[config.mk]
export PLATFORM = sky130hd
export DESIGN_NAME = qr_codeword_deinterleaver_unit
export DESIGN_NICKNAME = d
export VERILOG_FILES = /design/src/qrdi_pkg.sv /design/src/qrdi_cfg.sv /design/src/qrdi_dp.sv /design/src/qrdi_ctrl.sv /design/src/qr_codeword_deinterleaver_unit.sv
export VERILOG_INCLUDE_DIRS = /design/src /design/src/src
export SDC_FILE = /design/constraint.sdc
export NUM_CORES = 1
export LEC_CHECK = 0
export BUFFER_PORTS_ARGS = -buffer_cell sky130_fd_sc_hd__buf_2
export CORE_UTILIZATION = 50
export CTS_CLUSTER_DIAMETER = 50
export CTS_CLUSTER_SIZE = 25
export DETAILED_ROUTE_END_ITERATION = 7
export GPL_TIMING_DRIVEN = 0
export PLACE_DENSITY = 0.75
export SLEW_MARGIN = 40
export SYNTH_ARGS = -nofsm -noshare
export SYNTH_HDL_FRONTEND = slang
export SYNTH_SLANG_ARGS = --single-unit
[constraint.sdc]
create_clock -name clk -period 10.3 [get_ports clk]
set_input_delay 0.515 -clock clk [delete_from_list [all_inputs] [get_ports clk]]
set_output_delay 0.515 -clock clk [all_outputs]
set_load 0.02 [all_outputs]
[src/qr_codeword_deinterleaver_unit_defines.svh]
// ----------------------------------------------------------------------------
// QR codeword de-interleaver assertion macros
// Shared concurrent assertion forms; each expects clk and rst_n in scope.
// ----------------------------------------------------------------------------
`ifndef QR_CODEWORD_DEINTERLEAVER_UNIT_DEFINES_SVH
`define QR_CODEWORD_DEINTERLEAVER_UNIT_DEFINES_SVH

// invariant checked on every edge out of reset
`define QRDI_ASSERT_ALWAYS(lbl, expr, msg) \
  lbl: assert property (@(posedge clk) disable iff (!rst_n) (expr)) else $error(msg);

// same-cycle implication
`define QRDI_ASSERT_IMPL(lbl, ante, cons, msg) \
  lbl: assert property (@(posedge clk) disable iff (!rst_n) (ante) |-> (cons)) else $error(msg);

`endif

[src/qrdi_pkg.sv]
// ----------------------------------------------------------------------------
// QR de-interleaver package
// Widths, limits, register indexes, controller states and shared structs.
// ----------------------------------------------------------------------------
package qrdi_pkg;

  localparam int MAX_BLOCKS    = 128;
  localparam int MAX_CODEWORDS = 4096;
  localparam int POS_LIMIT     = (MAX_CODEWORDS < 4096) ? MAX_CODEWORDS : 4096;

  localparam int CW_W   = 8;   // codeword byte
  localparam int POS_W  = 12;  // output position
  localparam int REG_W  = 8;   // config register width
  localparam int CNT_W  = 16;  // symbol totals, up to 128*255
  localparam int IDX_W  = 3;   // config register index

  typedef enum logic [IDX_W-1:0] {
    REG_G1_BLOCKS = 3'd0,
    REG_G1_DATA   = 3'd1,
    REG_G1_TOTAL  = 3'd2,
    REG_G2_BLOCKS = 3'd3,
    REG_G2_DATA   = 3'd4,
    REG_G2_TOTAL  = 3'd5
  } reg_idx_t;

  typedef enum logic [2:0] {
    ST_IDLE,
    ST_LOAD0,
    ST_LOAD1,
    ST_LOAD2,
    ST_LOAD3,
    ST_STEP,
    ST_CALC
  } ctrl_state_t;

  typedef struct packed {
    logic [REG_W-1:0] g1_blocks;
    logic [REG_W-1:0] g1_data;
    logic [REG_W-1:0] g1_total;
    logic [REG_W-1:0] g2_blocks;
    logic [REG_W-1:0] g2_data;
    logic [REG_W-1:0] g2_total;
  } cfg_regs_t;

  typedef struct packed {
    logic cap;    // capture input byte
    logic step;   // pick next block slot, stage position operands
    logic load0;  // latch layout, group 1 data size
    logic load1;  // data total
    logic load2;  // group 2 ECC base
    logic load3;  // symbol total
    logic calc;   // finish position, load result register
  } dp_cmd_t;

endpackage

[src/qrdi_cfg.sv]
// ----------------------------------------------------------------------------
// QR de-interleaver configuration registers
// Write decode of the six layout registers.
// ----------------------------------------------------------------------------
module qrdi_cfg
  import qrdi_pkg::*;
(
  input  logic             clk,
  input  logic             rst_n,
  input  logic             cfg_valid,
  output logic             cfg_ready,
  input  logic [IDX_W-1:0] cfg_index,
  input  logic [REG_W-1:0] cfg_data,
  output cfg_regs_t        regs
);

  cfg_regs_t regs_r;

  assign cfg_ready = 1'b1;
  assign regs      = regs_r;

  always_ff @(posedge clk) begin
    if (!rst_n) begin
      regs_r.g1_blocks <= 8'd1;
      regs_r.g1_data   <= 8'd1;
      regs_r.g1_total  <= 8'd1;
      regs_r.g2_blocks <= 8'd0;
      regs_r.g2_data   <= 8'd1;
      regs_r.g2_total  <= 8'd1;
    end else if (cfg_valid) begin
      case (cfg_index)
        REG_G1_BLOCKS: regs_r.g1_blocks <= cfg_data;
        REG_G1_DATA:   regs_r.g1_data   <= cfg_data;
        REG_G1_TOTAL:  regs_r.g1_total  <= cfg_data;
        REG_G2_BLOCKS: regs_r.g2_blocks <= cfg_data;
        REG_G2_DATA:   regs_r.g2_data   <= cfg_data;
        REG_G2_TOTAL:  regs_r.g2_total  <= cfg_data;
        default: ;
      endcase
    end
  end

endmodule

[src/qrdi_dp.sv]
// ----------------------------------------------------------------------------
// QR de-interleaver datapath
// Latched layout, round/block pointer, shared 8x8 multiplier, result register.
// ----------------------------------------------------------------------------
`include "qr_codeword_deinterleaver_unit_defines.svh"

module qrdi_dp
  import qrdi_pkg::*;
(
  input  logic             clk,
  input  logic             rst_n,
  input  dp_cmd_t          cmd,
  input  cfg_regs_t        cfg,
  input  logic [CW_W-1:0]  in_codeword,
  output logic [CW_W-1:0]  codeword_out,
  output logic [POS_W-1:0] position,
  output logic             is_ecc,
  output logic             last,
  output logic             overflow
);

  // latched layout
  logic [REG_W-1:0] g1_r, g2_r, nb_r, d1_r, d2_r, e1_r, e2_r;
  logic [CNT_W-1:0] gd1_r, dt_r, eb2_r, sym_r;
  // walk state: round = codewords already taken by each visited block
  logic [CNT_W-1:0] count_r;
  logic             ecc_r, fresh_r;
  logic [REG_W-1:0] r_r, b_r;
  // staged item
  logic [CW_W-1:0]  cw_r;
  logic [REG_W-1:0] ma_r, mb_r;
  logic [CNT_W-1:0] off_r;
  logic             pecc_r, plast_r, povf_r;
  // result register
  logic [CW_W-1:0]  cwo_r;
  logic [POS_W-1:0] pos_r;
  logic             ecco_r, lasto_r, ovfo_r;

  // ---- layout clamps from the live registers
  logic [REG_W-1:0] g1c, room, g2c, e1c, e2c;
  always_comb begin
    g1c  = (cfg.g1_blocks < REG_W'(MAX_BLOCKS)) ? cfg.g1_blocks : REG_W'(MAX_BLOCKS);
    room = REG_W'(MAX_BLOCKS) - g1c;
    g2c  = (cfg.g2_blocks < room) ? cfg.g2_blocks : room;
    e1c  = (cfg.g1_total > cfg.g1_data) ? (cfg.g1_total - cfg.g1_data) : '0;
    e2c  = (cfg.g2_total > cfg.g2_data) ? (cfg.g2_total - cfg.g2_data) : '0;
  end

  // ---- next block slot
  logic             ovf_c, sw_c, eph, frs;
  logic [REG_W-1:0] s1, s2, rs, bs, idx_c, sz_c;
  logic [REG_W:0]   bn9, c2_9, rn9;
  logic             same_g1, same_g2, nr_g1, in_g1;
  logic [CNT_W-1:0] base_c, off_c;

  always_comb begin
    ovf_c   = (count_r >= sym_r) || (nb_r == '0);
    sw_c    = !ecc_r && (count_r >= dt_r);
    eph     = ecc_r | sw_c;
    frs     = fresh_r | sw_c;
    s1      = eph ? e1_r : d1_r;
    s2      = eph ? e2_r : d2_r;
    bn9     = {1'b0, b_r} + 9'd1;
    c2_9    = (bn9 > {1'b0, g1_r}) ? bn9 : {1'b0, g1_r};
    rn9     = frs ? '0 : ({1'b0, r_r} + 9'd1);
    same_g1 = !frs && (bn9 < {1'b0, g1_r}) && (s1 > r_r);
    same_g2 = !frs && (c2_9 < {1'b0, nb_r}) && (s2 > r_r);
    nr_g1   = (g1_r != '0) && ({1'b0, s1} > rn9);
    if (same_g1) begin
      rs = r_r;
      bs = bn9[REG_W-1:0];
    end else if (same_g2) begin
      rs = r_r;
      bs = c2_9[REG_W-1:0];
    end else if (nr_g1) begin
      rs = rn9[REG_W-1:0];
      bs = '0;
    end else begin
      rs = rn9[REG_W-1:0];
      bs = g1_r;
    end
    in_g1 = bs < g1_r;
    idx_c = in_g1 ? bs : (bs - g1_r);
    sz_c  = in_g1 ? s1 : s2;
    if (eph) base_c = in_g1 ? dt_r : eb2_r;
    else     base_c = in_g1 ? '0 : gd1_r;
    off_c = base_c + {{(CNT_W-REG_W){1'b0}}, rs};
  end

  // ---- shared multiply-add
  logic [REG_W-1:0]   mul_a, mul_b;
  logic [CNT_W-1:0]   add_c;
  logic [2*REG_W-1:0] prod;
  logic [CNT_W:0]     sum;
  logic               pos_ovf;

  always_comb begin
    if (cmd.load0) begin
      mul_a = g1c;  mul_b = cfg.g1_data; add_c = '0;
    end else if (cmd.load1) begin
      mul_a = g2_r; mul_b = d2_r;        add_c = gd1_r;
    end else if (cmd.load2) begin
      mul_a = g1_r; mul_b = e1_r;        add_c = dt_r;
    end else if (cmd.load3) begin
      mul_a = g2_r; mul_b = e2_r;        add_c = eb2_r;
    end else begin
      mul_a = ma_r; mul_b = mb_r;        add_c = off_r;
    end
    prod    = mul_a * mul_b;
    sum     = {1'b0, add_c} + {1'b0, prod};
    pos_ovf = povf_r || (sum >= (CNT_W+1)'(POS_LIMIT));
  end

  // ---- layout and walk state
  always_ff @(posedge clk) begin
    if (!rst_n) begin
      g1_r    <= 8'd1;
      g2_r    <= '0;
      nb_r    <= 8'd1;
      d1_r    <= 8'd1;
      d2_r    <= 8'd1;
      e1_r    <= '0;
      e2_r    <= '0;
      gd1_r   <= 16'd1;
      dt_r    <= 16'd1;
      eb2_r   <= 16'd1;
      sym_r   <= 16'd1;
      count_r <= '0;
      ecc_r   <= 1'b0;
      fresh_r <= 1'b1;
      r_r     <= '0;
      b_r     <= '0;
    end else begin
      if (cmd.load0) begin
        g1_r    <= g1c;
        g2_r    <= g2c;
        nb_r    <= g1c + g2c;
        d1_r    <= cfg.g1_data;
        d2_r    <= cfg.g2_data;
        e1_r    <= e1c;
        e2_r    <= e2c;
        gd1_r   <= sum[CNT_W-1:0];
        count_r <= '0;
        ecc_r   <= 1'b0;
        fresh_r <= 1'b1;
      end
      if (cmd.load1) dt_r  <= sum[CNT_W-1:0];
      if (cmd.load2) eb2_r <= sum[CNT_W-1:0];
      if (cmd.load3) sym_r <= sum[CNT_W-1:0];
      if (cmd.step && !ovf_c) begin
        count_r <= count_r + 16'd1;
        ecc_r   <= eph;
        fresh_r <= 1'b0;
        r_r     <= rs;
        b_r     <= bs;
      end
    end
  end

  // ---- staged operands and result payload
  always_ff @(posedge clk) begin
    if (cmd.cap) cw_r <= in_codeword;
    if (cmd.step) begin
      ma_r    <= ovf_c ? '0 : idx_c;
      mb_r    <= ovf_c ? '0 : sz_c;
      off_r   <= ovf_c ? '0 : off_c;
      pecc_r  <= !ovf_c && eph;
      plast_r <= !ovf_c && ((count_r + 16'd1) == sym_r);
      povf_r  <= ovf_c;
    end
    if (cmd.calc) begin
      cwo_r   <= cw_r;
      pos_r   <= pos_ovf ? '0 : sum[POS_W-1:0];
      ecco_r  <= pecc_r;
      lasto_r <= plast_r;
      ovfo_r  <= pos_ovf;
    end
  end

  assign codeword_out = cwo_r;
  assign position     = pos_r;
  assign is_ecc       = ecco_r;
  assign last         = lasto_r;
  assign overflow     = ovfo_r;

  `QRDI_ASSERT_ALWAYS(a_count_bound, count_r <= sym_r, "codeword count passed symbol total")
  `QRDI_ASSERT_IMPL(a_ecc_after_data, ecc_r, count_r >= dt_r, "ECC phase before data done")

endmodule

[src/qrdi_ctrl.sv]
// ----------------------------------------------------------------------------
// QR de-interleaver controller
// Sequences layout load, slot selection and result hand-off.
// ----------------------------------------------------------------------------
module qrdi_ctrl
  import qrdi_pkg::*;
(
  input  logic    clk,
  input  logic    rst_n,
  input  logic    in_tvalid,
  input  logic    in_first,
  output logic    in_tready,
  input  logic    out_tready,
  output logic    out_tvalid,
  output dp_cmd_t cmd
);

  ctrl_state_t st_r, st_nxt;
  logic        ovld_r, ovld_nxt;
  logic        acc;

  assign acc = in_tvalid && in_tready;

  always_comb begin
    st_nxt = st_r;
    case (st_r)
      ST_IDLE:  if (acc) st_nxt = in_first ? ST_LOAD0 : ST_CALC;
      ST_LOAD0: st_nxt = ST_LOAD1;
      ST_LOAD1: st_nxt = ST_LOAD2;
      ST_LOAD2: st_nxt = ST_LOAD3;
      ST_LOAD3: st_nxt = ST_STEP;
      ST_STEP:  st_nxt = ST_CALC;
      ST_CALC:  if (!ovld_r || out_tready) st_nxt = ST_IDLE;
      default:  st_nxt = ST_IDLE;
    endcase
  end

  // ready is high throughout IDLE, so valid alone marks the accept there
  always_comb begin
    in_tready = 1'b0;
    cmd       = '0;
    case (st_r)
      ST_IDLE: begin
        in_tready = 1'b1;
        cmd.cap   = in_tvalid;
        cmd.step  = in_tvalid && !in_first;
      end
      ST_LOAD0: cmd.load0 = 1'b1;
      ST_LOAD1: cmd.load1 = 1'b1;
      ST_LOAD2: cmd.load2 = 1'b1;
      ST_LOAD3: cmd.load3 = 1'b1;
      ST_STEP:  cmd.step  = 1'b1;
      ST_CALC:  cmd.calc  = !ovld_r || out_tready;
      default: ;
    endcase
  end

  always_comb begin
    if (cmd.calc)        ovld_nxt = 1'b1;
    else if (out_tready) ovld_nxt = 1'b0;
    else                 ovld_nxt = ovld_r;
  end

  always_ff @(posedge clk) begin
    if (!rst_n) begin
      st_r   <= ST_IDLE;
      ovld_r <= 1'b0;
    end else begin
      st_r   <= st_nxt;
      ovld_r <= ovld_nxt;
    end
  end

  assign out_tvalid = ovld_r;

endmodule

[src/qr_codeword_deinterleaver_unit.sv]
// ----------------------------------------------------------------------------
// QR codeword de-interleaver
// Tags each codeword of a QR symbol with its index in block order.
// ----------------------------------------------------------------------------
//
// Channel  Dir  Handshake               Payload
// in_      in   in_tvalid/in_tready     tdata: codeword; tuser: first
// out_     out  out_tvalid/out_tready   tdata: codeword_out, position;
//                                       tuser: is_ecc, overflow; tlast: last
// cfg_     in   cfg_valid/cfg_ready     cfg_index, cfg_data (cfg_ready tied high)
//
// Plain codeword: accept + slot pick, then one pass through the shared 8x8
//   multiply-add; the multiplier is the only shared unit.
// Codeword with first set: accept, four loads of layout totals on the same
//   multiplier, then the slot pick and the multiply-add pass.
// rst_n is synchronous; reset leaves a one-block, one-codeword layout loaded.
// The result register holds while out_tready is low; a new codeword can still
//   be taken meanwhile and then waits in its last cycle for the register.
//
// Block order is computed in closed form: within a phase, blocks of each group
// are equal, so the round-robin walk is a (round, block) pointer and the
// position is base + block_in_group * size + round.
// ----------------------------------------------------------------------------
`include "qr_codeword_deinterleaver_unit_defines.svh"

module qr_codeword_deinterleaver_unit
  import qrdi_pkg::*;
(
  input  logic             clk,
  input  logic             rst_n,
  // input stream
  input  logic             in_tvalid,
  output logic             in_tready,
  input  logic [7:0]       in_tdata,   // [7:0] codeword
  input  logic             in_tuser,   // [0] first
  // result stream
  output logic             out_tvalid,
  input  logic             out_tready,
  output logic [23:0]      out_tdata,  // [7:0] codeword_out, [19:8] position, rest zero
  output logic [1:0]       out_tuser,  // [0] is_ecc, [1] overflow
  output logic             out_tlast,  // last codeword of the symbol
  // configuration writes
  input  logic             cfg_valid,
  output logic             cfg_ready,
  input  logic [IDX_W-1:0] cfg_index,
  input  logic [REG_W-1:0] cfg_data
);

  cfg_regs_t        regs;
  dp_cmd_t          cmd;
  logic [CW_W-1:0]  cw_out;
  logic [POS_W-1:0] pos;
  logic             ecc, lst, ovf;

  qrdi_cfg u_cfg (
    .clk       (clk),
    .rst_n     (rst_n),
    .cfg_valid (cfg_valid),
    .cfg_ready (cfg_ready),
    .cfg_index (cfg_index),
    .cfg_data  (cfg_data),
    .regs      (regs)
  );

  qrdi_ctrl u_ctrl (
    .clk        (clk),
    .rst_n      (rst_n),
    .in_tvalid  (in_tvalid),
    .in_first   (in_tuser),
    .in_tready  (in_tready),
    .out_tready (out_tready),
    .out_tvalid (out_tvalid),
    .cmd        (cmd)
  );

  qrdi_dp u_dp (
    .clk          (clk),
    .rst_n        (rst_n),
    .cmd          (cmd),
    .cfg          (regs),
    .in_codeword  (in_tdata),
    .codeword_out (cw_out),
    .position     (pos),
    .is_ecc       (ecc),
    .last         (lst),
    .overflow     (ovf)
  );

  assign out_tdata = {4'b0000, pos, cw_out};
  assign out_tuser = {ovf, ecc};
  assign out_tlast = lst;

  // flagged codewords never carry a position
  `QRDI_ASSERT_IMPL(a_ovf_pos_zero, out_tvalid && out_tuser[1], out_tdata[19:8] == 12'd0, "overflow with nonzero position")

endmodule
## After elaboration in Yosys (flattened, before gate mapping)

Index checks and enable logic that the tools add are counted.

| operators by class | value |
|---|---|
| add/sub/neg operators | 10 |
| multipliers | 1 |
| $lt $le $gt $ge | 14 |
| equal/unequal tests | 14 |
| multiplexer cells | 50 |
| bitwise gates (word level) | 2 |
| reduce and logical (&&, ||, !) cells | 32 |

Operators with widths:

| cell | count |
|---|---|
| two-way mux 8 bit | 21 |
| two-way mux 16 bit | 9 |
| greater-or-equal comparator 16 bit | 2 |
| > comparator 8 bit | 4 |
| subtractor 8 bit | 3 |
| one-hot mux 3 bit (7 select lines) | 1 |
| adder 8 x 1 -> 9 bit, second input constant | 2 |
| < comparator 9 x 8 -> 1 bit | 2 |
| two-way mux 9 bit | 2 |
| adder 16 x 16 -> 17 bit | 1 |
| greater-or-equal comparator 17 x 13 -> 1 bit, second input constant | 1 |
| adder 16 x 1 -> 16 bit, second input constant | 1 |
| adder 16 x 8 -> 16 bit | 1 |
| == test 16 bit | 1 |
| < comparator 8 bit | 2 |
| multiplier 8 x 8 -> 16 bit | 1 |
| == test 3 bit, second input constant | 5 |
| AND reduction 2 bit | 7 |
| two-way mux 1 bit | 13 |
| == test 3 x 2 -> 1 bit, second input constant | 4 |
| logical AND 1 bit | 11 |
| > comparator 8 x 9 -> 1 bit | 1 |
| > comparator 9 x 8 -> 1 bit | 1 |
| two-way mux 3 bit | 3 |
| other kinds (13) | 24 |

| word-level totals | value |
|---|---|
| register bits | 272 |
| input port bits | 25 |
| output and inout port bits | 30 |
| word-level logic and storage cells | 159 |

## Depth between registers and ports, before layout

Gate-level depths: netlist of run 1.

| logic depth | value |
|---|---|
| depth after elaboration | 13 |
| mapped depth | 39 |
| gate-level depth less buffers | 35 |

## Hierarchy

Synthesis of run 1 repeated with hierarchy kept, for this count alone.

| unflattened totals | value |
|---|---|
| cell total of the unflattened synthesis | 2,194 |
| area total of the unflattened synthesis | 19,035.8 um^2 |

Modules (own cells, without submodules):

| module | instances | cells an instance | area each (um^2) | sequential area each (um^2) |
|---|---|---|---|---|
| qrdi_dp | 1 | 1,980 | 16,864.9 | 5,064.9 |
| qrdi_cfg | 1 | 173 | 1,803.0 | 960.9 |
| qrdi_ctrl | 1 | 34 | 319.1 | 80.1 |
| qr_codeword_deinterleaver_unit | 1 | 7 | 48.8 | 0.0 |

## Worst setup path after synthesis of run 1

Ideal clock, no wire load.

| timing | value |
|---|---|
| path kind | reg-to-reg |
| start | reg u_dp.b_r[0] |
| end | reg u_dp.off_r[13], data pin |
| library setup time | 255 ps |
| arrival | 7,994 ps |
| required time | 10,045 ps |
| slack | 2,051 ps |
| cell stages (with the launch flop) | 38 |
| buffers on the path | 3 |
| period minus slack after synthesis | 8,249 ps |
| path through | dfxtp_1 -> ha_1 -> nand3_1 -> xnor2_1 -> ha_1 -> a22oi_1 -> o211ai_1 -> o22a_1 -> a21oi_1 -> clkbuf_1 -> a21oi_1 -> ha_1 -> a21oi_1 -> nor2_1 -> o41ai_1 -> o311ai_2 -> o211a_1 -> or3_4 -> [... 2 more ...] -> ha_1 -> inv_1 -> o21ai_1 -> a41oi_1 -> a21oi_2 -> a21oi_1 -> clkbuf_1 -> nand2_1 -> o21ai_0 -> ha_1 -> a21o_1 -> a21o_1 -> a211oi_1 -> nor2_1 -> o31ai_1 -> a222oi_1 -> a31o_1 -> and3_1 |

| between the ends | value |
|---|---|
| word-level cells in the longest chain between the ends | 12 |
| elaborated cells between the ends (all ways) | 18 |
| classes of those cells | 2 x add/sub; 4 x order compare; 8 x mux; 4 x reduce/logical |

Ends and longest elaborated chain:

| item | line | text |
|---|---|---|
| from (decl) | qrdi_dp.sv:28 | `logic [REG_W-1:0] r_r, b_r;` |
| from (signal assigned) | qrdi_dp.sv:155 | `b_r <= bs;` |
| adder 8 x 1 -> 9 bit (*) | qrdi_dp.sv:63 | `bn9 = {1'b0, b_r} + 9'd1;` |
| > comparator 9 x 8 -> 1 bit | qrdi_dp.sv:64 | `c2_9 = (bn9 > {1'b0, g1_r}) ? bn9 : {1'b0, g1_r};` |
| two-way mux 9 bit | qrdi_dp.sv:64 |  |
| < comparator 9 x 8 -> 1 bit | qrdi_dp.sv:67 | `same_g2 = !frs && (c2_9 < {1'b0, nb_r}) && (s2 > r_r);` |
| logical AND 1 bit (2 in series) | qrdi_dp.sv:67 |  |
| two-way mux 8 bit | qrdi_dp.sv:72 | `end else if (same_g2) begin` |
| two-way mux 8 bit (*) | qrdi_dp.sv:69 | `if (same_g1) begin` |
| net u_dp.bs[2] | qrdi_dp.sv:51 | `logic [REG_W-1:0] s1, s2, rs, bs, idx_c, sz_c;` |
| < comparator 8 bit (*) | qrdi_dp.sv:82 | `in_g1 = bs < g1_r;` |
| two-way mux 16 bit (on tied branches) | qrdi_dp.sv:86, qrdi_dp.sv:85 |  |
| two-way mux 16 bit (*) | qrdi_dp.sv:85 | `if (eph) base_c = in_g1 ? dt_r : eb2_r;` |
| adder 16 x 8 -> 16 bit (*) | qrdi_dp.sv:87 | `off_c = base_c + {{(CNT_W-REG_W){1'b0}}, rs};` |
| to (signal assigned) | qrdi_dp.sv:166 | `off_r <= ovf_c ? '0 : off_c;` |
| to (decl) | qrdi_dp.sv:32 | `logic [CNT_W-1:0] off_r;` |

The timed path passes the listed nets; every way through them passes the cells marked *.
A chain may end at the register's enable or synchronous reset.

## Worst setup path in the final report of run 1

| timing | value |
|---|---|
| start | reg u_dp.dt_r[15] |
| end | reg u_dp.off_r[15], data pin |

| between the ends | value |
|---|---|
| word-level cells in the longest chain between the ends | 13 |
| elaborated cells between the ends (all ways) | 26 |
| classes of those cells | 1 x add/sub; 5 x order compare; 11 x mux; 2 x bitwise; 7 x reduce/logical |

Ends and longest elaborated chain:

| item | line | text |
|---|---|---|
| from (decl) | qrdi_dp.sv:24 | `logic [CNT_W-1:0] gd1_r, dt_r, eb2_r, sym_r;` |
| from (signal assigned) | qrdi_dp.sv:147 | `if (cmd.load1) dt_r <= sum[CNT_W-1:0];` |
| greater-or-equal comparator 16 bit | qrdi_dp.sv:58 | `sw_c = !ecc_r && (count_r >= dt_r);` |
| logical AND 1 bit | qrdi_dp.sv:58 |  |
| OR 1 bit (on tied branches) | qrdi_dp.sv:59, qrdi_dp.sv:60 |  |
| two-way mux 8 bit / two-way mux 9 bit (equally long branches) | qrdi_dp.sv:61, qrdi_dp.sv:65 |  |
| > comparator 8 x 9 -> 1 bit | qrdi_dp.sv:68 | `nr_g1 = (g1_r != '0) && ({1'b0, s1} > rn9);` |
| logical AND 1 bit | qrdi_dp.sv:68 |  |
| two-way mux 8 bit | qrdi_dp.sv:75 | `end else if (nr_g1) begin` |
| two-way mux 8 bit | qrdi_dp.sv:72 |  |
| two-way mux 8 bit | qrdi_dp.sv:69 |  |
| < comparator 8 bit | qrdi_dp.sv:82 |  |
| two-way mux 16 bit (on tied branches) | qrdi_dp.sv:86, qrdi_dp.sv:85 |  |
| two-way mux 16 bit | qrdi_dp.sv:85 |  |
| adder 16 x 8 -> 16 bit (*) | qrdi_dp.sv:87 |  |

Mark *: on every way between the ends. The rest lies on a longest branch, timed or not.

==> flow_summary.yaml, run 1 <==
grt:
  grt_pass1_wl_um: 99300
  first_global_vias: 17603
  use_met2: 0.543
  grt_overflow_total: 0
  met3_usage: 0.0521
  busiest_layer: "met2"
  grt_max_degree: 22
  grtUsageTotal: 0.331
  use_met1: 0.404
  grt_antenna_before_repair: 0
routing:
  drt-total-wl_um: 65300
  initialDrtViolationCount: 1719
  drt_first_pass_iters: 6
  drcViolationCount: 0
  wl_per_cell_um: 21.8
  vias: 18357
  ant_nets: 0
  vias_per_cell: 6.12
place:
  pre_cts_ws_ns: 0.162
  port_buffers: 48
  gp_congestion: 1.05
  placed_area_um2: 20400
  hpwl_um: 50100
worst_setup_path:
  cp_top_family: "compound AO/OA/AOI/OAI gates"
  cpPeakStageDelay_ns: 0.58
  path_buf_inv: 5
  path_common_cell: "ha_1"
  rr_endpoint: "u_dp.off_r[15]$_SDFFCE_PP0P_"
  crit_type: "register to register"
  rr_startpoint: "u_dp.dt_r[15]$_SDFFE_PN0P_"
  required_ns: 10.65
  cp_max_fo: 10
  rrSetupSlack_ns: 0.37
  slowest_stage: "o311ai_2"
  r2r_cells: 36
  worstSetupStartpointType: "register"
  end_kind: "register"
  arrival_ns: 10.28
layout:
  diodes: 0
  final_area_um2: 21700
  drive_gt1_frac: 0.0856
  syn2layout_area_growth_pct: 12.0
  nets: 2699
clock_tree:
  cts.sinks: 272
  cts_tree: "done"
  h-tree-depth: 2
  clk_path_buf_depth: 3
  postCtsSetupBuffers: 0
  postCtsHoldBufs: 0
  cts_buffers: 35
  clk_pin_slew_ns: 0.07
  clockRootBuffer: "clkbuf_16"
  cts_resized: 0
  clk_latency_ns: 0.57
yosys:
  yosysWarnings: 0
  synthTopCellsByArea: "dfxtp_1 21%, edfxtp_1 10%, ha_1 10%, nand2_1 6.9%, fa_1 5.8%"
  synthFlopType: "dfxtp_1"
  synth_edf_count: 66
  synth_top_area_share: 0.213
  async_flop_share: 0
  yosys.cell_types.count: 89
  seq_area_frac_synth: 0.315
  yosys.area.top_type: "dfxtp_1"
  syn_inst: 2370
  synth_area_um2: 19400
  synth_seq_cells: 272
  synth_area_per_cell_um2: 8.18
min_path:
  hold_depth: 1
  holdPathEnd: "u_dp.cw_r[6]$_DFFE_PP_"
  hp-class: "input port to register"
  min-delay-start: "in_tdata[6]"
timing:
  fmax_mhz: 101
  rsz0062_at_grt: "false"
  min_period_ns: 9.93
  slew_viol_final: 0
  fin_ws_ns: 0.373
  finalSetupViolations: 0
  hold_viol: 0
  tightestPinTransition_ns: 1.03
  skew_ns: 0.0284
  fin_crit_sh: 0.964
  tns_ns: 0
  slew_headroom: 0.310
run:
  maxCapViolations: 0
die:
  io_pins: 55
  start_util: 0.511
  num_rows: 71
  die_h_um: 199
  die-area_um2: 39600
  die_x_um: 199
  core_um2: 37900
power_and_ir_drop:
  power-per-cell-area_nw_per_um2: 379
  peakVddDrop_v: 0.000535
  leakage_nw: 8.66
run_status:
  status: "finished clean"
worst max-delay path by stage:
stage / from / endpoint / slack (ns) / cells after the start
after global placement: u_dp.b_r[0]$_SDFFE_PN0P_ / u_dp.off_r[15]$_SDFFCE_PP0P_ / 0.26 / 36
after detailed placement: u_dp.b_r[0]$_SDFFE_PN0P_ / u_dp.off_r[15]$_SDFFCE_PP0P_ / 0.16 / 38
after floorplan: u_dp.b_r[0]$_SDFFE_PN0P_ / u_dp.off_r[13]$_SDFFCE_PP0P_ / 2.05 / 37
after CTS: u_dp.b_r[0]$_SDFFE_PN0P_ / u_dp.off_r[15]$_SDFFCE_PP0P_ / 0.11 / 38
final: u_dp.dt_r[15]$_SDFFE_PN0P_ / u_dp.off_r[15]$_SDFFCE_PP0P_ / 0.37 / 36
after global routing: u_dp.dt_r[15]$_SDFFE_PN0P_ / u_dp.off_r[15]$_SDFFCE_PP0P_ / 0.02 / 36
cell usage after synthesis, types with 33 or more instances:
library cell    n
o21ai_0        93
xnor2_1        49
a21oi_1       220
ha_1          157
inv_1         183
fa_1           56
a22oi_1        33
nor3_1         41
clkbuf_1       82
nand3_1        62
dfxtp_1       206
edfxtp_1       66
nor2_1        214
nand2_1       359
nor2b_1        39
kinds of logic (layout without fill, tap and decap cells):
family,count (synthesis),in the layout,synth area share
other,2,5,0.000387
AO/OA/AOI/OAI,579,579,0.190
XOR/XNOR,76,76,0.0343
multiplexers,58,58,0.0319
flip-flops,272,272,0.315
adder cells (fa/ha/maj),222,222,0.164
buffers and inverters,299,414,0.0605
AND/OR/NAND/NOR,862,862,0.204
cells in the final DEF, fill, tap and decap left out, types with 56 or more instances in the layout:
cell type  count
a21oi_1      219
buf_2         57
clkbuf_1      76
dfxtp_1      205
edfxtp_1      66
fa_1          56
ha_1         157
inv_1        183
nand2_1      359
nand3_1       62
nor2_1       212
o21ai_0       92
where the power goes:
group,switching [mW],internal [mW],total (mW)
Sequential,0.110,1.26,1.38
Clock,0.566,0.769,1.34
Combinational,3.69,1.83,5.52
metal layers:
metal	share of wire	vias to the layer above
met4	0.065	0
met3	0.078	241
met5	0	-
met1	0.40	8788
met2	0.46	880
li1	-	8448
worst register-to-register path, delay by kind of cell, from the launching register on:
family	cells	cell delay, ns
buf+inv	5	1.39
simple gates	9	1.67
flops	1	0.51
fa+ha+maj	5	1.63
mux	1	0.50
compound gates	16	4.03
through the flow:
step | utilization | hold WS (ns) | std cells | power, mW
floorplan | - | 0.400 | 2373 | 4.88
global placement | 0.535 | 0.403 | 2932 | 6.45
detailed placement | 0.537 | 0.407 | 2936 | 6.72
CTS | 0.571 | 0.125 | 3000 | 8.07
global route | 0.572 | 0.127 | 2999 | 8.70
finish | 0.572 | 0.133 | 2999 | 8.23
state kept, by name (all words and copies together) (netlist names), 12 cells and up:
register	cells
u_cfg.regs	48
u_dp.count_r	16
u_dp.dt_r	16
u_dp.eb2_r	16
u_dp.gd1_r	16
u_dp.off_r	16
u_dp.sym_r	16
u_dp.position	12
final cells by class:
type	instances	area, µm²
buffer	114	485
multi-input combinational	1802	12200
tap	511	639
sequential	272	6110
inverter	184	691
clock buffer	38	940
fill	3450	16200
timing repair buffer	52	290
clock inverter	26	324
(Power assumes the default switching activity.)
==> run 2, diff against run 1 <==
- CORE_ASPECT_RATIO: not set -> 1.25
- REMOVE_ABC_BUFFERS: not set -> 1
==> run 2 against run 1 <==
Worst setup slack improved by 0.28 ns. Hold slack improved by 0.0060 ns. Non-clock buffer count decreased by 97. Fmax increased by 2.9%. Via count decreased by 4.7%. Count of clock-buffer cells in the layout increased by 7. Final area decreased by 0.90%. Critical path depth unchanged. First-iteration DRC count decreased by 17%. Routed wire length decreased by 11%. Critical endpoint unchanged. Highest routed layer unchanged.
==> flow_summary.yaml, run 2 (same netlist as run 1, synthesis figures left out) <==
layout:
  final_common_cell: "nand2_1"
  nets: 2601
  final_area_um2: 21500
  largest_reg_flops: 48
  layout_common_cells: "356 x nand2_1, 218 x a21oi_1, 208 x nor2_1"
  diodes: 0
  syn2layout_area_growth_pct: 11.0
  drive_gt1_frac: 0.0938
  nFillCells: 3462
timing:
  rsz0062_at_grt: "false"
  min_period_ns: 9.65
  tns_ns: 0
  slew_headroom: 0.400
  finalSetupViolations: 0
  tightestPinTransition_ns: 0.894
  fin_ws_ns: 0.649
  fmax_mhz: 104
  skew_ns: 0.0275
  fin_crit_sh: 0.937
  hold-worst-slack_ns: 0.139
  slew_viol_final: 0
  hold_viol: 0
grt:
  grt_pass1_wl_um: 90700
  grt_max_degree: 102
  first_global_vias: 17316
  grt_overflow_total: 0
  grt_antenna_before_repair: 0
  grtUsageTotal: 0.293
routing:
  drcViolationCount: 0
  vias_per_cell: 6.08
  drt_first_pass_iters: 6
  drt-total-wl_um: 57900
  ant_nets: 0
  wl_per_cell_um: 20.1
  vias: 17499
  initialDrtViolationCount: 1430
place:
  pre_cts_ws_ns: -0.699
  placed_area_um2: 20200
  port_buffers: 49
  hpwl_um: 41900
  gp_congestion: 0.908
clock_tree:
  clk_path_buf_depth: 3
  cts_buffers: 34
  clk_pin_slew_ns: 0.07
  h-tree-depth: 2
  clockRootBuffer: "clkbuf_16"
  cts.sinks: 272
  cts_tree: "done"
  clk_latency_ns: 0.56
die:
  num_rows: 80
  core_um2: 38200
  die_x_um: 178
  start_util: 0.507
  io_pins: 55
  die-area_um2: 39600
  die_h_um: 222
worst_setup_path:
  arrival_ns: 10.04
  required_ns: 10.69
  crit_type: "register to register"
  slowest_stage: "dfxtp_1"
  end_kind: "register"
  cpPeakStageDelay_ns: 0.53
  path_common_cell: "ha_1"
  worstSetupStartpointType: "register"
  cp_max_fo: 14
min_path:
  hp-class: "input port to register"
run:
  maxCapViolations: 0
run_status:
  status: "finished clean"
-- run 2: changes by cell type in the layout (fill, tap and decap cells not counted), moves of 4 or more --
cell	delta
clkbuf_1	-70
buf_1	-15
buf_2	-7
buf_12	+5
clkbuf_2	-5
buf_16	+4
inv_6	-4
nor2_1	-4
-- run 2: path summary, 6_finish.rpt --
path | to | slack, ns | cells after the start | start
worst max register to register | u_dp.off_r[15]$_SDFFCE_PP0P_ | 0.65 | 36 | u_dp.b_r[0]$_SDFFE_PN0P_
worst min register to register | u_dp.is_ecc$_DFFE_PP_ | 0.39 | 0 | u_dp.pecc_r$_DFFE_PP_
worst max-delay path | u_dp.off_r[15]$_SDFFCE_PP0P_ | 0.65 | 36 | u_dp.b_r[0]$_SDFFE_PN0P_
worst min-delay path | u_dp.cw_r[0]$_DFFE_PP_ | 0.14 | 1 | in_tdata[0]
-- run 2: per-layer routing --
layer	up-vias	wire length (µm)	global-route usage
li1	8260	-	-
met3	212	3430	0.0407
met2	726	28000	0.499
met5	-	0	0
met1	8301	22400	0.337
met4	0	4060	0.202
-- run 2: final cells by class --
cell class	count	area, µm²	area share
clock buffer	45	965	0.0448
clock inverter	16	221	0.0103
inverter	184	698	0.0324
multi-input combinational	1802	12300	0.574
sequential	272	6120	0.284
tap	492	616	0.0286
timing repair buffer	69	553	0.0257
-- run 2: per-stage QoR --
step	instances	util
after global placement	2799	0.517
after detailed placement	2817	0.529
after CTS	2879	0.561
after global routing	2880	0.563
final	2880	0.563
after floorplan	2258	-
-- run 2: worst max-delay path: cells and delay by family, from the launching register on --
family	cells	cell delay (ns)
AOI/OAI and AO/OA	20	5.46
xor gates and xnor gates	1	0.42
adders and majority gates	6	1.70
buffers and inverters	1	0.22
DFF	1	0.53
and+or+nand+nor	8	1.12
-- run 2: timing repair --
action / CTS / global route
buffers inserted: 1 / 0
resized for setup: 4 / 6
hold endpoints to repair: 0 / 0
endpoints found under the setup margin: 9 / 4
pin swaps: 1 / 0
hold buffers: 0 / 0
Power of run 2 is left out: the tool's default activity adds up to more than one toggle a clock period on the data nets, which glitch-free logic cannot reach.
